**src/rtl/bsph_pkg.sv**
```systemverilog
package bsph_pkg;

    typedef struct packed {
        logic signed [31:0] x;
        logic signed [31:0] y;
        logic signed [31:0] z;
    } t_point;

    typedef struct packed {
        logic signed [31:0] point_x;
        logic signed [31:0] point_y;
        logic signed [31:0] point_z;
        logic               last_point;
    } t_in;

    typedef struct packed {
        logic signed [31:0] center_x;
        logic signed [31:0] center_y;
        logic signed [31:0] center_z;
        logic        [31:0] radius;
        logic               status;
    } t_out;

    // closed set handed from front to back: extremes in order
    // min x, max x, min y, max y, min z, max z
    typedef struct packed {
        t_point [5:0] ext;
        logic         ovf;
    } t_job;

    localparam int AXIS_X = 0;
    localparam int AXIS_Y = 1;
    localparam int AXIS_Z = 2;

    typedef enum logic [3:0] {
        ST_IDLE,
        ST_MUL_GO,
        ST_MUL_WAIT,
        ST_SQRT_GO,
        ST_SQRT_WAIT,
        ST_SEED,
        ST_RD,
        ST_LOAD,
        ST_TEST,
        ST_GMUL_GO,
        ST_GMUL_WAIT,
        ST_DIV_GO,
        ST_DIV_WAIT,
        ST_NEXT,
        ST_DONE
    } t_back_state;

    function automatic logic signed [31:0] get_axis(input t_point p, input logic [1:0] a);
        logic signed [31:0] v;
        case (a)
            2'(AXIS_X): v = p.x;
            2'(AXIS_Y): v = p.y;
            default:    v = p.z;
        endcase
        return v;
    endfunction

endpackage

```
**src/rtl/bsph_front.sv**
```systemverilog
module bsph_front #(
    parameter int MAX_POINTS = 1024,
    localparam int CW = $clog2(MAX_POINTS + 1),
    localparam int AW = (MAX_POINTS > 1) ? $clog2(MAX_POINTS) : 1
) (
    input  logic               i_clk,
    input  logic               i_rst_n,
    input  logic               i_accept,
    input  bsph_pkg::t_in      i_item,
    output logic               o_ram_we,
    output logic [AW-1:0]      o_ram_waddr,
    output bsph_pkg::t_point   o_ram_wdata,
    output logic               o_job_valid,
    output bsph_pkg::t_job     o_job,
    output logic [CW-1:0]      o_job_cnt,
    input  logic               i_job_pop
);
    import bsph_pkg::*;

    logic [CW-1:0]  r_cnt;
    logic           r_ovf;
    t_point [5:0]   r_ext;
    t_point [5:0]   n_ext;
    t_point         pt;
    logic           room;
    logic           r_q_valid;
    t_job           r_q_job;
    logic [CW-1:0]  r_q_cnt;

    assign pt   = '{x: i_item.point_x, y: i_item.point_y, z: i_item.point_z};
    assign room = (r_cnt < CW'(MAX_POINTS));

    // strict compares: a later point replaces an extreme only when beyond it
    always_comb begin
        n_ext = r_ext;
        if (r_cnt == '0) begin
            for (int k = 0; k < 6; k++) begin
                n_ext[k] = pt;
            end
        end else begin
            for (int k = 0; k < 3; k++) begin
                if (get_axis(pt, 2'(k)) < get_axis(r_ext[2*k], 2'(k))) begin
                    n_ext[2*k] = pt;
                end
                if (get_axis(pt, 2'(k)) > get_axis(r_ext[2*k+1], 2'(k))) begin
                    n_ext[2*k+1] = pt;
                end
            end
        end
    end

    assign o_ram_we    = i_accept && room;
    assign o_ram_waddr = r_cnt[AW-1:0];
    assign o_ram_wdata = pt;

    always_ff @(posedge i_clk) begin
        if (!i_rst_n) begin
            r_cnt     <= '0;
            r_ovf     <= 1'b0;
            r_q_valid <= 1'b0;
        end else begin
            if (i_job_pop) begin
                r_q_valid <= 1'b0;
            end
            if (i_accept) begin
                if (i_item.last_point) begin
                    r_cnt     <= '0;
                    r_ovf     <= 1'b0;
                    r_q_valid <= 1'b1;
                end else if (room) begin
                    r_cnt <= r_cnt + CW'(1);
                end else begin
                    r_ovf <= 1'b1;
                end
            end
        end
    end

    always_ff @(posedge i_clk) begin
        if (i_accept && room) begin
            r_ext <= n_ext;
        end
        if (i_accept && i_item.last_point) begin
            r_q_job.ext <= room ? n_ext : r_ext;
            r_q_job.ovf <= r_ovf || !room;
            r_q_cnt     <= room ? r_cnt + CW'(1) : r_cnt;
        end
    end

    assign o_job_valid = r_q_valid;
    assign o_job       = r_q_job;
    assign o_job_cnt   = r_q_cnt;
endmodule

```
**config.mk**
```make
export PLATFORM = sky130hd
export DESIGN_NAME = bsph_front
export DESIGN_NICKNAME = d
export VERILOG_FILES = /design/src/rtl/bsph_pkg.sv /design/src/rtl/bsph_front.sv
export SDC_FILE = /design/constraint.sdc
export NUM_CORES = 2
export LEC_CHECK = 0
export BUFFER_PORTS_ARGS = -buffer_cell sky130_fd_sc_hd__buf_2
export CAP_MARGIN = 25
export CORE_UTILIZATION = 58
export DETAILED_ROUTE_END_ITERATION = 10
export GPL_TIMING_DRIVEN = 0
export HOLD_SLACK_MARGIN = 0.12
export PLACE_DENSITY_LB_ADDON = 0.2
export SETUP_SLACK_MARGIN = 0.1
export SLEW_MARGIN = 40
export SYNTH_ARGS = -nofsm -noshare
export SYNTH_HDL_FRONTEND = slang
export SYNTH_SLANG_ARGS = --single-unit
export TNS_END_PERCENT = 20
```
**constraint.sdc**
```tcl
create_clock -name i_clk -period 37.3 [get_ports i_clk]
set_input_delay 3.73 -clock i_clk [delete_from_list [all_inputs] [get_ports i_clk]]
set_output_delay 3.73 -clock i_clk [all_outputs]
set_load 0.01 [all_outputs]
```
# After elaboration in Yosys (flattened, before gate mapping)
# Cells that the tools add are included.
# word_totals
regBits	1177
latchBits	0
ram_bits	0
romBits	0
input_bits	101
output_inout_bits	696
elab_cells	80
memories	0
# op_classes
n_addsub	1
n_mul	0
div	0
magnitude_cmp	7
eq_ne	1
n_shift	0
muxes	24
bitwise_logic	0
n_reduce_logical	6
# op_table
cell	count
$mux 576	2
$mux 96	6
$mux 32	9
$gt 32x32->1	3
$lt 32x32->1	3
$mux 11	2
$add 11x1->11 const B	1
$logic_not 11->1	1
$lt 11x11->1 const B	1
$mux 1	5
$logic_and 1x1->1	2
$ne 2x2->1 const B	1
$reduce_and 2->1	1
$logic_not 1->1	1
$logic_or 1x1->1	1

# Depth between registers and ports, before layout
# depth
ltp_word	6
mapped_depth	14
mapped_depth_nobuf	10

# Worst setup path after synthesis
# Ideal clock, no wire load.
# synth_timing
path_kind	in2out
startpoint	input port i_accept
endpoint	output port o_ram_we
arrival_time_ps	29534
t_required_ps	33570
slack_ps	4036
stages	3
n_path_buf	2
path_cell_list	clkbuf_1 > clkbuf_1 > nor2b_1
# synth_via
elab_chain_cells	1
# synth_lines
item	line_no	source
from (decl)	bsph_front.sv:8	input logic i_accept,
$logic_and 1x1->1	bsph_front.sv:52	assign o_ram_we = i_accept && room;
to (decl)	bsph_front.sv:10	output logic o_ram_we,
# Every way passes these cells.

# Worst setup path after layout
# Same ends and word-level chain as after synthesis.

==> qor.yml <==
finalWirelength_um: 166000
synthToLayoutAreaGrowth_pct: 18.8
period_share_pct: 25.5
antenna_found_initial: 10
postCtsHoldBufs: 0
core_um2: 95400
synthDominantCellAreaShare_pct: 62.3
worst_ep_arrival_time_ns: 5.79
ys_top_cells_by_area: "edfxtp_1, mux2_2, ha_1"
period_needed_ns: 9.52
viasPerCell: 5.98
criticalPathCategory: "input pin to output port"
async_reset_ff_share_pct: 0
cap_viol_max_count: 0
finalHoldViolCount: 0
rows: 113
fp.dieH_um: 313
synth_seq_area_share_pct: 62.8
remaining_drc_errors: 0
synthesis.nets: 4334
clock_path_buffers: 3
dp_hpwl_um: 120000
grt_max_degree: 81
grt.total_usage_pct: 33.4
layout_commonest_cell: "edfxtp_1"
synthCells: 4042
hp-class: "flip-flop to flip-flop"
finalSetupViolations: 0
cts-buffers-inserted: 120
cts_sinks: 1177
path_cells: "clkbuf_1 > clkbuf_1 > nor2b_4 > buf_16 > buf_8 > buf_8 > buf_2"
worstPathRequired_ns: 33.57
relSlewSlack_pct: 40.1
fill_cells: 6606
cts_resized: 0
synth.avg_cell_area_um2: 13.9
overflow: 0
ctsHtreeMaxLevel: 3
drive_gt1_share_pct: 38.1
tightest_slew_ns: 0.898
multi_input_area_um2: 18200
yosys_register_bits: 1177
via_count: 38155
ios: 797
cts_tree: "yes"
p_total_mw: 3.29
endpoint_kind: "output port"
rsz0062_at_grt: "no"
die_x_um: 313
synth-edff-count: 1164
clk_pin_slew_ns: 0.06
die_area_um2: 97900
fmax_mhz: 105
p_per_area_nw_per_um2: 49.3
placed_cell_area_um2: 62800
gp_congestion: 0.911
start_util_pct: 58.8
ys_types: 55
p_leak_nw: 26.3
grt_pass1_vias: 36996
stdcell_area_um2: 66700
status: "completed"
cpPeakStageDelay_ns: 0.51
skew_ns: 0.0325
nNetsFinal: 5304
startpoint_type: "input pin"
post-cts-setup-buffers: 0
ys.warnings.count: 0
synth_top_area_cell: "edfxtp_1"
antennaDiodeCount: 0
drt-initial-drc-count: 4094
synth.cell_area_um2: 56100
ys.flop_type: "edfxtp_1"
grt_pass1_wl_um: 241000
crit_slowest_cell: "nor2b_4"
clk-insertion-delay-late_ns: 0.72
drtAntennaViolNets: 0
cts_root_buffer: "clkbuf_16"
finalMaxSlewViolations: 0
dr.pass1.iters: 6
layout_common_cells: "edfxtp_1, buf_2, mux2_2"
wl_per_cell_um: 26.0
regArea_um2: 35200
ir_drop_uv: 43.1
io_buffer_count: 795
cp_max_fo: 20
-- report_power, final --
| group | switching [mW] | total, mW | internal, mW |
|---|---|---|---|
| registers | 0.0435 | 1.62 | 1.58 |
| logic | 0.293 | 0.483 | 0.191 |
| clock network | 0.516 | 1.18 | 0.669 |
-- final timing paths --
kind,slack [ns],endpoint,cells past startpoint,from
worst max-delay path,27.78,o_ram_we,7,i_accept
worst min-delay path,0.47,r_ovf,2,r_ovf
worst max register to register,31.92,r_ext[285],14,r_ext[225]
worst min register to register,0.47,r_ovf,2,r_ovf
-- Yosys cell counts, types with 33 or more instances --
library cell / number
mux2_1: 65
o211ai_1: 104
nand3_1: 54
buf_4: 107
ha_1: 191
a21oi_1: 78
o31a_1: 33
clkbuf_1: 211
nand4_1: 35
inv_1: 202
buf_2: 46
mux2_2: 744
nor2_1: 34
nand2_1: 484
edfxtp_1: 1164
and2_1: 67
a31oi_1: 69
o21ai_0: 154
-- registers in the layout, indices dropped and copies added (netlist names) --
register	cells
o_job	577
o_job_cnt	11
o_job_valid	1
r_ext	576
r_ovf	1
r_cnt	11
-- layer usage --
metal | routed length [µm] | vias to the layer above | global-route usage, % | share of wire (%)
li1 | - | 16900 | - | -
met1 | 62800 | 18941 | 43.0 | 38
met2 | 79300 | 1965 | 53.7 | 48
met3 | 16000 | 339 | 7.95 | 9.7
met4 | 7900 | 10 | 15.4 | 4.8
met5 | 62 | - | 0 | 0.037
-- stage by stage --
stage | instances | util [%] | setup TNS, ns | hold WS, ns | worst slack, ns
after floorplan | 4042 | - | 0 | 0.429 | 4.04
after global placement | 6102 | 64.6 | -4799.81 | 0.452 | -14.02
after detailed placement | 6155 | 65.8 | 0 | 0.459 | 27.78
after CTS | 6382 | 69.8 | 0 | 0.473 | 27.80
after global routing | 6382 | 69.8 | 0 | 0.520 | 27.65
final | 6382 | 69.8 | 0 | 0.474 | 27.78
-- area by class of cell --
class / count / area share [%]
Buffer: 393 / 3.01
Clock buffer: 143 / 4.73
Clock inverter: 84 / 0.989
Inverter: 202 / 1.15
Multi-Input combinational cell: 2270 / 27.3
Sequential cell: 1177 / 52.8
Tap cell: 1265 / 2.37
Timing Repair Buffer: 848 / 7.65
-- critical path, delay by kind of cell --
kind / cells / cell delay [ns]
buffers and inverters: 6 / 1.52
and+or+nand+nor: 1 / 0.51
-- logic make-up after synthesis --
| group | after synthesis | synth area share, % |
|---|---|---|
| adder cells (fa/ha/maj) | 191 | 4.26 |
| XOR/XNOR | 11 | 0.172 |
| AO/OA/AOI/OAI | 526 | 5.86 |
| AND/OR/NAND/NOR | 732 | 5.76 |
| buffers and inverters | 595 | 4.89 |
| multiplexers | 810 | 16.3 |
| flip-flops | 1177 | 62.8 |
Power figures use the tool's default switching activity.
