File: src/rtl/bsph_pkg.sv
package bsph_pkg;

    typedef struct packed {
        logic signed [31:0] x;
        logic signed [31:0] y;
        logic signed [31:0] z;
    } t_point;

    typedef struct packed {
        logic signed [31:0] point_x;
        logic signed [31:0] point_y;
        logic signed [31:0] point_z;
        logic               last_point;
    } t_in;

    typedef struct packed {
        logic signed [31:0] center_x;
        logic signed [31:0] center_y;
        logic signed [31:0] center_z;
        logic        [31:0] radius;
        logic               status;
    } t_out;

    // closed set handed from front to back: extremes in order
    // min x, max x, min y, max y, min z, max z
    typedef struct packed {
        t_point [5:0] ext;
        logic         ovf;
    } t_job;

    localparam int AXIS_X = 0;
    localparam int AXIS_Y = 1;
    localparam int AXIS_Z = 2;

    typedef enum logic [3:0] {
        ST_IDLE,
        ST_MUL_GO,
        ST_MUL_WAIT,
        ST_SQRT_GO,
        ST_SQRT_WAIT,
        ST_SEED,
        ST_RD,
        ST_LOAD,
        ST_TEST,
        ST_GMUL_GO,
        ST_GMUL_WAIT,
        ST_DIV_GO,
        ST_DIV_WAIT,
        ST_NEXT,
        ST_DONE
    } t_back_state;

    function automatic logic signed [31:0] get_axis(input t_point p, input logic [1:0] a);
        logic signed [31:0] v;
        case (a)
            2'(AXIS_X): v = p.x;
            2'(AXIS_Y): v = p.y;
            default:    v = p.z;
        endcase
        return v;
    endfunction

endpackage

File: src/rtl/bsph_mul.sv
module bsph_mul (
    input  logic        i_clk,
    input  logic        i_rst_n,
    input  logic        i_start,
    input  logic [33:0] i_a,
    input  logic [33:0] i_b,
    output logic        o_done,
    output logic [67:0] o_p
);
    logic [33:0] r_a, r_b;
    logic [67:0] r_p;
    logic [1:0]  r_step;
    logic        r_busy, r_done;
    logic [16:0] sel_a, sel_b;
    logic [33:0] pp;
    logic [67:0] pp_sh;

    // one 17x17 partial product per cycle
    assign sel_a = r_step[1] ? r_a[33:17] : r_a[16:0];
    assign sel_b = r_step[0] ? r_b[33:17] : r_b[16:0];
    assign pp    = sel_a * sel_b;

    always_comb begin
        case (r_step)
            2'd0:    pp_sh = 68'(pp);
            2'd3:    pp_sh = 68'(pp) << 34;
            default: pp_sh = 68'(pp) << 17;
        endcase
    end

    always_ff @(posedge i_clk) begin
        if (!i_rst_n) begin
            r_busy <= 1'b0;
            r_done <= 1'b0;
            r_step <= '0;
        end else begin
            r_done <= 1'b0;
            if (i_start) begin
                r_busy <= 1'b1;
                r_step <= '0;
            end else if (r_busy) begin
                r_step <= r_step + 2'd1;
                if (r_step == 2'd3) begin
                    r_busy <= 1'b0;
                    r_done <= 1'b1;
                end
            end
        end
    end

    always_ff @(posedge i_clk) begin
        if (i_start) begin
            r_a <= i_a;
            r_b <= i_b;
            r_p <= '0;
        end else if (r_busy) begin
            r_p <= r_p + pp_sh;
        end
    end

    assign o_done = r_done;
    assign o_p    = r_p;
endmodule

File: src/rtl/bsph_sqrt.sv
module bsph_sqrt (
    input  logic        i_clk,
    input  logic        i_rst_n,
    input  logic        i_start,
    input  logic [67:0] i_x,
    output logic        o_done,
    output logic [33:0] o_root
);
    logic [67:0] r_x;
    logic [36:0] r_rem;
    logic [33:0] r_res;
    logic [5:0]  r_cnt;
    logic        r_busy, r_done;
    logic [36:0] rem2, trial;

    // two radicand bits per cycle
    assign rem2  = {r_rem[34:0], r_x[67:66]};
    assign trial = {1'b0, r_res, 2'b01};

    always_ff @(posedge i_clk) begin
        if (!i_rst_n) begin
            r_busy <= 1'b0;
            r_done <= 1'b0;
            r_cnt  <= '0;
        end else begin
            r_done <= 1'b0;
            if (i_start) begin
                r_busy <= 1'b1;
                r_cnt  <= '0;
            end else if (r_busy) begin
                r_cnt <= r_cnt + 6'd1;
                if (r_cnt == 6'd33) begin
                    r_busy <= 1'b0;
                    r_done <= 1'b1;
                end
            end
        end
    end

    always_ff @(posedge i_clk) begin
        if (i_start) begin
            r_x   <= i_x;
            r_rem <= '0;
            r_res <= '0;
        end else if (r_busy) begin
            r_x <= r_x << 2;
            if (rem2 >= trial) begin
                r_rem <= rem2 - trial;
                r_res <= {r_res[32:0], 1'b1};
            end else begin
                r_rem <= rem2;
                r_res <= {r_res[32:0], 1'b0};
            end
        end
    end

    assign o_done = r_done;
    assign o_root = r_res;
endmodule

File: src/rtl/bsph_div.sv
module bsph_div (
    input  logic        i_clk,
    input  logic        i_rst_n,
    input  logic        i_start,
    input  logic [67:0] i_n,
    input  logic [33:0] i_d,
    output logic        o_done,
    output logic [33:0] o_q
);
    logic [67:0] r_n;
    logic [33:0] r_d, r_rem, r_q;
    logic [6:0]  r_cnt;
    logic        r_busy, r_done;
    logic [34:0] rem2, diff;

    // restoring division, one quotient bit per cycle
    assign rem2 = {r_rem, r_n[67]};
    assign diff = rem2 - {1'b0, r_d};

    always_ff @(posedge i_clk) begin
        if (!i_rst_n) begin
            r_busy <= 1'b0;
            r_done <= 1'b0;
            r_cnt  <= '0;
        end else begin
            r_done <= 1'b0;
            if (i_start) begin
                r_busy <= 1'b1;
                r_cnt  <= '0;
            end else if (r_busy) begin
                r_cnt <= r_cnt + 7'd1;
                if (r_cnt == 7'd67) begin
                    r_busy <= 1'b0;
                    r_done <= 1'b1;
                end
            end
        end
    end

    always_ff @(posedge i_clk) begin
        if (i_start) begin
            r_n   <= i_n;
            r_d   <= i_d;
            r_rem <= '0;
            r_q   <= '0;
        end else if (r_busy) begin
            r_n <= r_n << 1;
            if (rem2 >= {1'b0, r_d}) begin
                r_rem <= diff[33:0];
                r_q   <= {r_q[32:0], 1'b1};
            end else begin
                r_rem <= rem2[33:0];
                r_q   <= {r_q[32:0], 1'b0};
            end
        end
    end

    assign o_done = r_done;
    assign o_q    = r_q;
endmodule

File: src/rtl/bsph_back.sv
module bsph_back #(
    parameter int MAX_POINTS = 1024,
    localparam int CW = $clog2(MAX_POINTS + 1),
    localparam int AW = (MAX_POINTS > 1) ? $clog2(MAX_POINTS) : 1
) (
    input  logic               i_clk,
    input  logic               i_rst_n,
    input  logic               i_job_valid,
    input  bsph_pkg::t_job     i_job,
    input  logic [CW-1:0]      i_job_cnt,
    output logic               o_job_pop,
    output logic               o_busy,
    output logic               o_ram_re,
    output logic [AW-1:0]      o_ram_raddr,
    input  bsph_pkg::t_point   i_ram_rdata,
    output logic               o_res_valid,
    output bsph_pkg::t_out     o_res
);
    import bsph_pkg::*;

    t_back_state    r_state, n_state;
    t_point [5:0]   r_ext;
    logic [CW-1:0]  r_cnt, r_j;
    logic           r_ovf, r_seed;
    logic [1:0]     r_pair, r_ax;
    logic [67:0]    r_acc;
    logic [33:0]    r_dist [3];
    logic [33:0]    r_len, r_r, r_num;
    t_point         r_va, r_vb, r_c;

    logic signed [32:0] diff;
    logic [32:0]        mg;
    logic               mul_start, mul_done, sqrt_start, sqrt_done, div_start, div_done;
    logic [33:0]        mul_b, root, quo;
    logic [67:0]        prod;
    logic [34:0]        rsum;
    logic [33:0]        rnew;
    logic [1:0]         sel;
    logic signed [34:0] cnew;
    logic signed [31:0] cclamp;

    assign diff = 33'(get_axis(r_va, r_ax)) - 33'(get_axis(r_vb, r_ax));
    assign mg   = diff[32] ? 33'(-diff) : 33'(diff);
    assign mul_b = (r_state == ST_GMUL_GO) ? r_num : {1'b0, mg};

    bsph_mul u_mul (
        .i_clk(i_clk), .i_rst_n(i_rst_n), .i_start(mul_start),
        .i_a({1'b0, mg}), .i_b(mul_b), .o_done(mul_done), .o_p(prod)
    );

    bsph_sqrt u_sqrt (
        .i_clk(i_clk), .i_rst_n(i_rst_n), .i_start(sqrt_start),
        .i_x(r_acc), .o_done(sqrt_done), .o_root(root)
    );

    bsph_div u_div (
        .i_clk(i_clk), .i_rst_n(i_rst_n), .i_start(div_start),
        .i_n(r_acc), .i_d(r_len), .o_done(div_done), .o_q(quo)
    );

    // seed pair: strict compares, ties go to the later pair
    always_comb begin
        if (r_dist[0] > r_dist[1]) begin
            sel = (r_dist[0] > r_dist[2]) ? 2'd0 : 2'd2;
        end else begin
            sel = (r_dist[1] > r_dist[2]) ? 2'd1 : 2'd2;
        end
    end

    assign rsum = {1'b0, r_r} + {1'b0, r_len};
    assign rnew = rsum[34:1];

    // move one axis of the center by the rounded-toward-zero step, clamp
    assign cnew = diff[32] ? 35'(get_axis(r_c, r_ax)) - 35'({1'b0, quo})
                           : 35'(get_axis(r_c, r_ax)) + 35'({1'b0, quo});
    always_comb begin
        if (cnew > 35'sh7FFFFFFF) begin
            cclamp = 32'sh7FFFFFFF;
        end else if (cnew < -35'sh80000000) begin
            cclamp = -32'sh80000000;
        end else begin
            cclamp = cnew[31:0];
        end
    end

    always_comb begin
        n_state = r_state;
        case (r_state)
            ST_IDLE:      if (i_job_valid) n_state = ST_MUL_GO;
            ST_MUL_GO:    n_state = ST_MUL_WAIT;
            ST_MUL_WAIT: begin
                if (mul_done) n_state = (r_ax == 2'd2) ? ST_SQRT_GO : ST_MUL_GO;
            end
            ST_SQRT_GO:   n_state = ST_SQRT_WAIT;
            ST_SQRT_WAIT: begin
                if (sqrt_done) begin
                    if (!r_seed)            n_state = ST_TEST;
                    else if (r_pair == 2'd2) n_state = ST_SEED;
                    else                     n_state = ST_MUL_GO;
                end
            end
            ST_SEED:      n_state = ST_RD;
            ST_RD:        n_state = ST_LOAD;
            ST_LOAD:      n_state = ST_MUL_GO;
            ST_TEST:      n_state = (r_len > r_r) ? ST_GMUL_GO : ST_NEXT;
            ST_GMUL_GO:   n_state = ST_GMUL_WAIT;
            ST_GMUL_WAIT: if (mul_done) n_state = ST_DIV_GO;
            ST_DIV_GO:    n_state = ST_DIV_WAIT;
            ST_DIV_WAIT: begin
                if (div_done) n_state = (r_ax == 2'd2) ? ST_NEXT : ST_GMUL_GO;
            end
            ST_NEXT:      n_state = (r_j + CW'(1) == r_cnt) ? ST_DONE : ST_RD;
            ST_DONE:      n_state = ST_IDLE;
            default:      n_state = ST_IDLE;
        endcase
    end

    always_comb begin
        o_job_pop   = (r_state == ST_IDLE) && i_job_valid;
        o_busy      = (r_state != ST_IDLE);
        mul_start   = (r_state == ST_MUL_GO) || (r_state == ST_GMUL_GO);
        sqrt_start  = (r_state == ST_SQRT_GO);
        div_start   = (r_state == ST_DIV_GO);
        o_ram_re    = (r_state == ST_RD);
        o_res_valid = (r_state == ST_DONE);
    end

    assign o_ram_raddr = r_j[AW-1:0];

    always_ff @(posedge i_clk) begin
        if (!i_rst_n) begin
            r_state <= ST_IDLE;
        end else begin
            r_state <= n_state;
        end
    end

    always_ff @(posedge i_clk) begin
        case (r_state)
            ST_IDLE: begin
                r_ext  <= i_job.ext;
                r_ovf  <= i_job.ovf;
                r_cnt  <= i_job_cnt;
                r_seed <= 1'b1;
                r_pair <= 2'd0;
                r_ax   <= 2'd0;
                r_acc  <= '0;
                r_va   <= i_job.ext[1];
                r_vb   <= i_job.ext[0];
            end
            ST_MUL_WAIT: begin
                if (mul_done) begin
                    r_acc <= r_acc + prod;
                    r_ax  <= r_ax + 2'd1;
                end
            end
            ST_SQRT_WAIT: begin
                if (sqrt_done) begin
                    r_len <= root;
                    if (r_seed) begin
                        r_dist[r_pair] <= root;
                        r_pair <= r_pair + 2'd1;
                        r_ax   <= 2'd0;
                        r_acc  <= '0;
                        if (r_pair == 2'd0) begin
                            r_va <= r_ext[3];
                            r_vb <= r_ext[2];
                        end else begin
                            r_va <= r_ext[5];
                            r_vb <= r_ext[4];
                        end
                    end
                end
            end
            ST_SEED: begin
                r_seed <= 1'b0;
                r_j    <= '0;
                r_r    <= {1'b0, r_dist[sel][33:1]};
                r_c.x  <= 32'((33'(r_ext[2*sel].x) + 33'(r_ext[2*sel+1].x)) >>> 1);
                r_c.y  <= 32'((33'(r_ext[2*sel].y) + 33'(r_ext[2*sel+1].y)) >>> 1);
                r_c.z  <= 32'((33'(r_ext[2*sel].z) + 33'(r_ext[2*sel+1].z)) >>> 1);
            end
            ST_LOAD: begin
                r_va  <= i_ram_rdata;
                r_vb  <= r_c;
                r_ax  <= 2'd0;
                r_acc <= '0;
            end
            ST_TEST: begin
                r_r   <= (r_len > r_r) ? rnew : r_r;
                r_num <= r_len - rnew;
                r_ax  <= 2'd0;
            end
            ST_GMUL_WAIT: begin
                if (mul_done) r_acc <= prod;
            end
            ST_DIV_WAIT: begin
                if (div_done) begin
                    case (r_ax)
                        2'(AXIS_X): r_c.x <= cclamp;
                        2'(AXIS_Y): r_c.y <= cclamp;
                        default:    r_c.z <= cclamp;
                    endcase
                    r_ax <= r_ax + 2'd1;
                end
            end
            ST_NEXT: r_j <= r_j + CW'(1);
            default: ;
        endcase
    end

    always_comb begin
        o_res.center_x = r_c.x;
        o_res.center_y = r_c.y;
        o_res.center_z = r_c.z;
        o_res.radius   = (r_r[33:32] != 2'b00) ? 32'hFFFFFFFF : r_r[31:0];
        o_res.status   = r_ovf;
    end
endmodule

File: config.mk
export PLATFORM = sky130hd
export DESIGN_NAME = bsph_back
export DESIGN_NICKNAME = d
export VERILOG_FILES = /design/src/rtl/bsph_pkg.sv /design/src/rtl/bsph_mul.sv /design/src/rtl/bsph_sqrt.sv /design/src/rtl/bsph_div.sv /design/src/rtl/bsph_back.sv
export SDC_FILE = /design/constraint.sdc
export NUM_CORES = 2
export LEC_CHECK = 0
export BUFFER_PORTS_ARGS = -buffer_cell sky130_fd_sc_hd__buf_2
export CAP_MARGIN = 20
export CORE_MARGIN = 1
export CORE_UTILIZATION = 30
export CTS_BUF_LIST = sky130_fd_sc_hd__clkbuf_4 sky130_fd_sc_hd__clkbuf_8
export DETAILED_ROUTE_END_ITERATION = 12
export PLACE_DENSITY = 0.56
export SLEW_MARGIN = 0
export SYNTH_ARGS = -nofsm -noshare
export SYNTH_HDL_FRONTEND = slang
export SYNTH_SLANG_ARGS = --single-unit
File: constraint.sdc
create_clock -name i_clk -period 26.2 [get_ports i_clk]
set_input_delay 2.62 -clock i_clk [delete_from_list [all_inputs] [get_ports i_clk]]
set_output_delay 2.62 -clock i_clk [all_outputs]
set_load 0.02 [all_outputs]
### Yosys cells after proc, flatten, opt, wreduce, memory -nomap -nowiden

Memory sizes are Yosys's and may differ from the RTL's.
Cells that the tools add are included.

| cells by class | value |
|---|---|
| add/sub/neg operators | 20 |
| multiply operators | 1 |
| magnitude comparators | 10 |
| equality and inequality tests | 31 |
| muxes and demuxes | 85 |
| bitwise gates (word level) | 4 |
| reduce and logical (&&, ||, !) cells | 37 |

Operators with widths:

| operator | number |
|---|---|
| 2-to-1 mux 96 bit | 9 |
| case mux 96 bit (3 select lines) | 2 |
| 2-to-1 mux 68 bit | 8 |
| binary-select mux 96 bit (select 3 bit) | 1 |
| case mux 68 bit (4 select lines) | 1 |
| binary-select mux 96 bit (select 2 bit) | 1 |
| 2-to-1 mux 32 bit | 6 |
| case mux 32 bit (2 select lines) | 3 |
| case mux 96 bit (2 select lines) | 1 |
| adder 68 bit | 2 |
| > comparator 34 bit | 4 |
| case mux 68 bit (2 select lines) | 1 |
| adder 32 x 32 -> 33 bit | 3 |
| 2-to-1 mux 35 bit | 2 |
| 2-to-1 mux 34 bit | 2 |
| case mux 34 bit (2 select lines) | 1 |
| subtractor 34 bit | 2 |
| 2-to-1 mux 33 bit | 2 |
| case mux 4 bit (14 select lines) | 1 |
| greater-or-equal comparator 37 x 36 -> 1 bit | 1 |
| adder 34 x 34 -> 35 bit | 1 |
| adder 35 x 34 -> 35 bit | 1 |
| greater-or-equal comparator 35 x 34 -> 1 bit | 1 |
| > comparator 35 x 32 -> 1 bit, second input constant | 1 |
| 46 further kinds | 131 |

| storage, ports and cells | value |
|---|---|
| register bits | 1,529 |
| RAM bits | 102 |
| input port bits | 687 |
| output and inout port bits | 143 |
| word-level logic and storage cells | 247 |
| memories kept | 1 |

Memory list:

| memory | words | bits a word | read ports | clocked after memory_dff | wr ports | RTL line | source |
|---|---|---|---|---|---|---|---|
| r_dist | 3 | 34 | 4 | 0 | 1 | bsph_back.sv:27 | `logic [33:0] r_dist [3];` |

### Logic depth before layout (Yosys ltp)

| depth | value |
|---|---|
| depth in word-level cells | 10 |
| mapped depth | 44 |
| depth with buffers taken out | 40 |

### By module

A second synthesis with hierarchy kept.

| second synthesis, totals | value |
|---|---|
| cell total of the unflattened synthesis | 9,890 |
| area total of the unflattened synthesis | 103,649.4 um^2 |

Modules (own cells, without submodules):

| module | times used | cells an instance | area each (um^2) | sequential area each (um^2) |
|---|---|---|---|---|
| bsph_back | 1 | 6,078 | 67,360.9 | 35,033.6 |
| bsph_mul | 1 | 2,204 | 19,143.4 | 3,483.3 |
| bsph_div | 1 | 798 | 9,059.9 | 4,604.4 |
| bsph_sqrt | 1 | 810 | 8,085.3 | 3,583.4 |

### Worst setup path after synthesis

No wires, ideal clock.

| path | value |
|---|---|
| kind | reg2reg |
| from | register r_state[1] |
| to | register r_state[3] |
| setup time | 0.115 ns |
| arrival | 14.300 ns |
| data required time | 26.085 ns |
| slack | 11.786 ns |
| cell stages (with the launch flop) | 10 |
| path buffers | 1 |
| period minus slack after synthesis | 14.414 ns |
| path through | dfxtp_1 -> clkbuf_1 -> nor2_1 -> nand2_1 -> inv_1 -> a221o_1 -> a31oi_1 -> o21ai_0 -> o221ai_1 -> and2_1 |

| on the way | value |
|---|---|
| cells in the longest elaborated chain, start to end | 3 |
| elaborated cells on any way between the ends | 21 |
| classes of those cells | eq/ne: 18; mux: 1; reduce/logical: 2 |

RTL lines:

| item | RTL line | source |
|---|---|---|
| start, declared | bsph_back.sv:21 | `t_back_state r_state, n_state;` |
| start signal, assigned | bsph_back.sv:134 | `r_state <= n_state;` |
| equality test 4 x 2 -> 1 bit, or another cell as far along | bsph_back.sv:88 | `case (r_state)` |
| inequality test 2 x 1 -> 1 bit (no source line) or inequality test 2 bit (tied branches) | n/a |  |
| AND reduction 5 bit (no source line) | n/a |  |

Several ways; a longest one is shown, not always the timed one.
A chain may end at the register's enable or synchronous reset.

### Worst setup path after layout

| path | value |
|---|---|
| from | register u_mul.r_step[1] |
| to | register u_mul.r_p[55], in the netlist u_mul.o_p[55] |

| on the way | value |
|---|---|
| cells in the longest elaborated chain, start to end | 4 |
| elaborated cells on any way between the ends | 6 |
| classes of those cells | add/sub: 1; mul: 1; eq/ne: 1; mux: 2; reduce/logical: 1 |

RTL lines:

| item | RTL line | source |
|---|---|---|
| start, declared | bsph_mul.sv:12 | `logic [1:0] r_step;` |
| start signal, assigned | bsph_mul.sv:42 | `r_step <= r_step + 2'd1;` |
| 2-to-1 mux 17 bit | bsph_mul.sv:19 | `assign sel_a = r_step[1] ? r_a[33:17] : r_a[16:0];` |
| multiplier 17 x 17 -> 34 bit | bsph_mul.sv:21 | `assign pp = sel_a * sel_b;` |
| case mux 68 bit (2 select lines) * | bsph_mul.sv:24 | `case (r_step)` |
| adder 68 bit * | bsph_mul.sv:57 | `r_p <= r_p + pp_sh;` |
| end signal, assigned | bsph_mul.sv:57 |  |
| end, declared | bsph_mul.sv:11 | `logic [67:0] r_p;` |

Every way passes the cells marked *; elsewhere a longest branch is shown, timed or not.

==> impl_summary.log <==
[metrics] Worst Max-Slew Pin Slew: 1.29 ns
[metrics] residual overflow from global routing: 0
[metrics] max-cap violations: 0
[metrics] WP data arrival: 11.94 ns
[metrics] library cell used as clock root buffer: clkbuf_8
[metrics] f_max: 90.6 MHz
[metrics] reg-to-reg slack, setup: 15.16 ns
[metrics] Finish-stage setup viols: 0
[metrics] count of nets left with antenna violations after detail routing: 0
[metrics] clock edge transition at the registers on the reported setup and hold paths: 0.07 ns
[metrics] share of synthesized registers carrying an async set or reset: 0%
[metrics] maximum net fanout on the critical path: 35
[metrics] # DRC: 0
[metrics] Final HPWL DP: 322 mm
[metrics] area of the placeable core: 341000 um^2
[metrics] Vias: 83903
[metrics] first-pass GRT wire length: 580 mm
[metrics] CP endpoint kind: register
[metrics] PortBufs: 829
[metrics] Tot GR Track Use: 22.9%
[metrics] Netlist cell types: 100
[metrics] count of state elements after synthesis: 1631
[metrics] IO Pins: 830
[metrics] final count of pins violating max slew: 0
[metrics] Rows: 214
[metrics] Post-CTS Repair Setup Buffers: 0
[metrics] commonest register cell after synthesis: edfxtp_1
[metrics] per-instance average area after synthesis: 10.1 um^2
[metrics] worst stage delay on the critical path: 0.85 ns
[metrics] number of antenna violations at the first check in global routing: 97
[metrics] Reg2Reg Capture Point: u_mul.o_p[55]
[metrics] wire length per cell after detailed routing: 26.1 um
[metrics] most prevalent standard cell on the critical path: fa_1
[metrics] Worst Path Class, Setup: register to register
[metrics] cts-stage hold buffer count: 0
[metrics] reg-to-reg critical path startpoint: u_mul.r_step[1]
[metrics] maximum buffer depth of the clock tree: 4
[metrics] Final Hold Vio Count: 0
[metrics] number of stages on the worst hold path: 2
[metrics] total wirelength of the detailed-routed design: 412 mm
[metrics] RD Place Congestion: 0.989
[metrics] TritonRoute pass-1 iters: 6
[metrics] Max-Slew Margin vs Limit: 13.7%
[metrics] DRT iter0 DRCs: 7805
[metrics] vertical die dimension: 588 um
[metrics] EDFF count, synth: 1401
[metrics] Slowest cell on crit path: mux2i_1
[metrics] Setup Skew: 0.108 ns
[metrics] min cycle time layout: 11.04 ns
[metrics] TritonCTS clock tree: done
[metrics] maximum number of pins on one net before global-route repair: 189
[metrics] initial core utilization: 30.2%
[metrics] number of nets in the synthesized netlist: 11763
[metrics] result of the run: finished, final reports clean
[metrics] hold worst-path end: u_div.r_n[28]
[metrics] CTS H-tree lvls: 5
[metrics] number of vias per cell: 5.31
[metrics] setup TNS: 0 ns
[metrics] post-CTS sizing: 0
[metrics] setup repair after global routing missed its margin: false
[metrics] endpoint required time on the critical path: 27.10 ns
[metrics] Post-Syn Area: 103000 um^2
[metrics] FF-to-FF path depth: 38
[metrics] Yosys warning count: 0
[metrics] worst hold path type: register to register
[metrics] Clk Latency, worst-skew pair: 1.07 ns
[metrics] via count of the first global-routing pass: 80863
[metrics] crit start category: register
[metrics] Die Footprint: 346000 um^2
[metrics] CTS Sinks: 1631
[metrics] number of instances in the synthesized netlist: 10154
[metrics] proportion of layout cells with a drive suffix above 1: 14.4%
[metrics] Worst Hold Launch: u_div.r_n[27]
[metrics] post-route core utilization: 34.9%
[metrics] CTS Buf Count: 306
[metrics] number of nets in the layout: 12554
[metrics] Die Width: 588 um
[metrics] share of the yosys chip area belonging to registers: 45.3%
[metrics] final worst-path cycle share: 42.1%
[metrics] Layout Area Growth over Synthesis: 15.4%
==> critical path: cells and delay by family, from the launching register on <==
family	cells	cell delay, ns
mux	1	0.85
compound gates	20	4.30
flops	1	0.30
buf+inv	5	0.63
fa+ha+maj	8	3.84
simple gates	3	0.73
xor+xnor	1	0.30
==> flip-flops by register name (all words and copies together) (netlist names), 35 cells and up <==
name	count
r_ext	576
r_vb	96
u_sqrt.r_x	68
o_res	96
u_div.r_n	68
r_dist	102
r_acc	68
r_va	96
u_mul.o_p	68
u_sqrt.r_rem	35
==> layout by cell type (no fill, tap or decap), types with 68 or more instances in the layout <==
master	n
edfxtp_1	1401
nand2_1	1283
nor2_1	979
buf_2	829
ha_1	685
inv_1	644
a21oi_1	620
o21ai_0	489
mux2i_1	403
clkbuf_8	328
xnor2_1	291
a21o_1	267
fa_1	234
dfxtp_1	227
a221o_1	204
xor2_1	188
a22oi_1	161
nand3_1	154
o22ai_1	127
nor3_1	108
buf_4	108
clkbuf_4	98
o21bai_1	93
nand4_1	89
nor2b_1	82
a211oi_1	73
a22o_1	71
nand2b_1	68
==> routing by layer <==
layer | part of all wire [%] | wire length [um] | vias to the layer above | track usage, %
met5 | 0.081 | 333 | - | 0
met4 | 7.3 | 30200 | 50 | 14.4
met2 | 45 | 186000 | 3728 | 36.9
met1 | 40 | 165000 | 40757 | 28.4
met3 | 7.3 | 30200 | 874 | 4.22
li1 | - | - | 38494 | -
==> cell usage after synthesis (32+ instances only) <==
cell	instances	share of area, %
ha_1	688	8.4
o21a_1	52	0.38
nor2b_1	82	0.50
clkbuf_1	405	1.5
a21o_1	268	2.0
a22oi_1	161	1.2
a21oi_1	622	3.0
nand2_1	1289	4.7
edfxtp_1	1401	41
and2_1	57	0.35
mux2_2	67	0.73
o211ai_1	32	0.23
a221o_1	204	2.0
nor2_1	991	3.6
o31ai_1	45	0.33
o21bai_1	93	0.68
o22ai_1	127	0.77
nor3_1	108	0.52
and3_1	56	0.34
buf_1	39	0.14
xnor2_1	291	2.5
a22o_1	71	0.60
nand2b_1	70	0.43
nand4_1	89	0.54
o21ai_0	490	2.4
nand3_1	155	0.75
xor2_1	189	1.6
fa_1	234	4.5
inv_1	648	2.4
mux2i_1	404	3.9
a31oi_1	56	0.34
a211oi_1	73	0.53
dfxtp_1	230	4.5
==> kinds of logic (layout without fill, tap and decap cells) <==
family                     count (synthesis)  count (layout)  share of synthesized area (%)
and+or+nand+nor                         3048            3048                           12.9
AOI/OAI and AO/OA                       2488            2488                           16.0
DFF                                     1631            1631                           45.3
buffers and inverters                   1114            2155                           4.12
adders and majority gates                922             922                           12.9
xor gates and xnor gates                 480             480                           4.08
muxes                                    471             471                           4.66
other                                      0              66                              0
==> worst max path at each step <==
stage,startpoint,endpoint
after global placement,u_mul.r_step[0],u_mul.o_p[55]
after floorplan,r_state[1],r_state[3]
final,u_mul.r_step[1],u_mul.o_p[55]
after global routing,u_mul.r_step[1],u_mul.o_p[55]
after detailed placement,u_mul.r_step[0],u_mul.o_p[55]
after CTS,u_mul.r_step[0],u_mul.o_p[55]
==> stage by stage <==
step / setup WS [ns] / hold WS (ns) / area [um^2] / instances
after floorplan: 11.79 / 0.446 / 103000 / 10154
after global placement: 15.31 / 0.476 / 112000 / 15167
after detailed placement: 15.22 / 0.472 / 112000 / 15169
after CTS: 15.21 / 0.480 / 119000 / 15727
after global routing: 14.61 / 0.525 / 119000 / 15775
final: 15.16 / 0.479 / 119000 / 15797
==> area by class of cell <==
class	instances	area, um^2
Antenna cell	66	165
Clock buffer	426	5250
Clock inverter	132	1150
Fill cell	34800	222000
Inverter	650	2450
Multi-Input combinational cell	7409	52300
Sequential cell	1631	46700
Tap cell	4536	5680
Timing Repair Buffer	947	5130
Power is not shown: default switching activity piles up to over one toggle a cycle in this logic, so the estimate is an artifact.
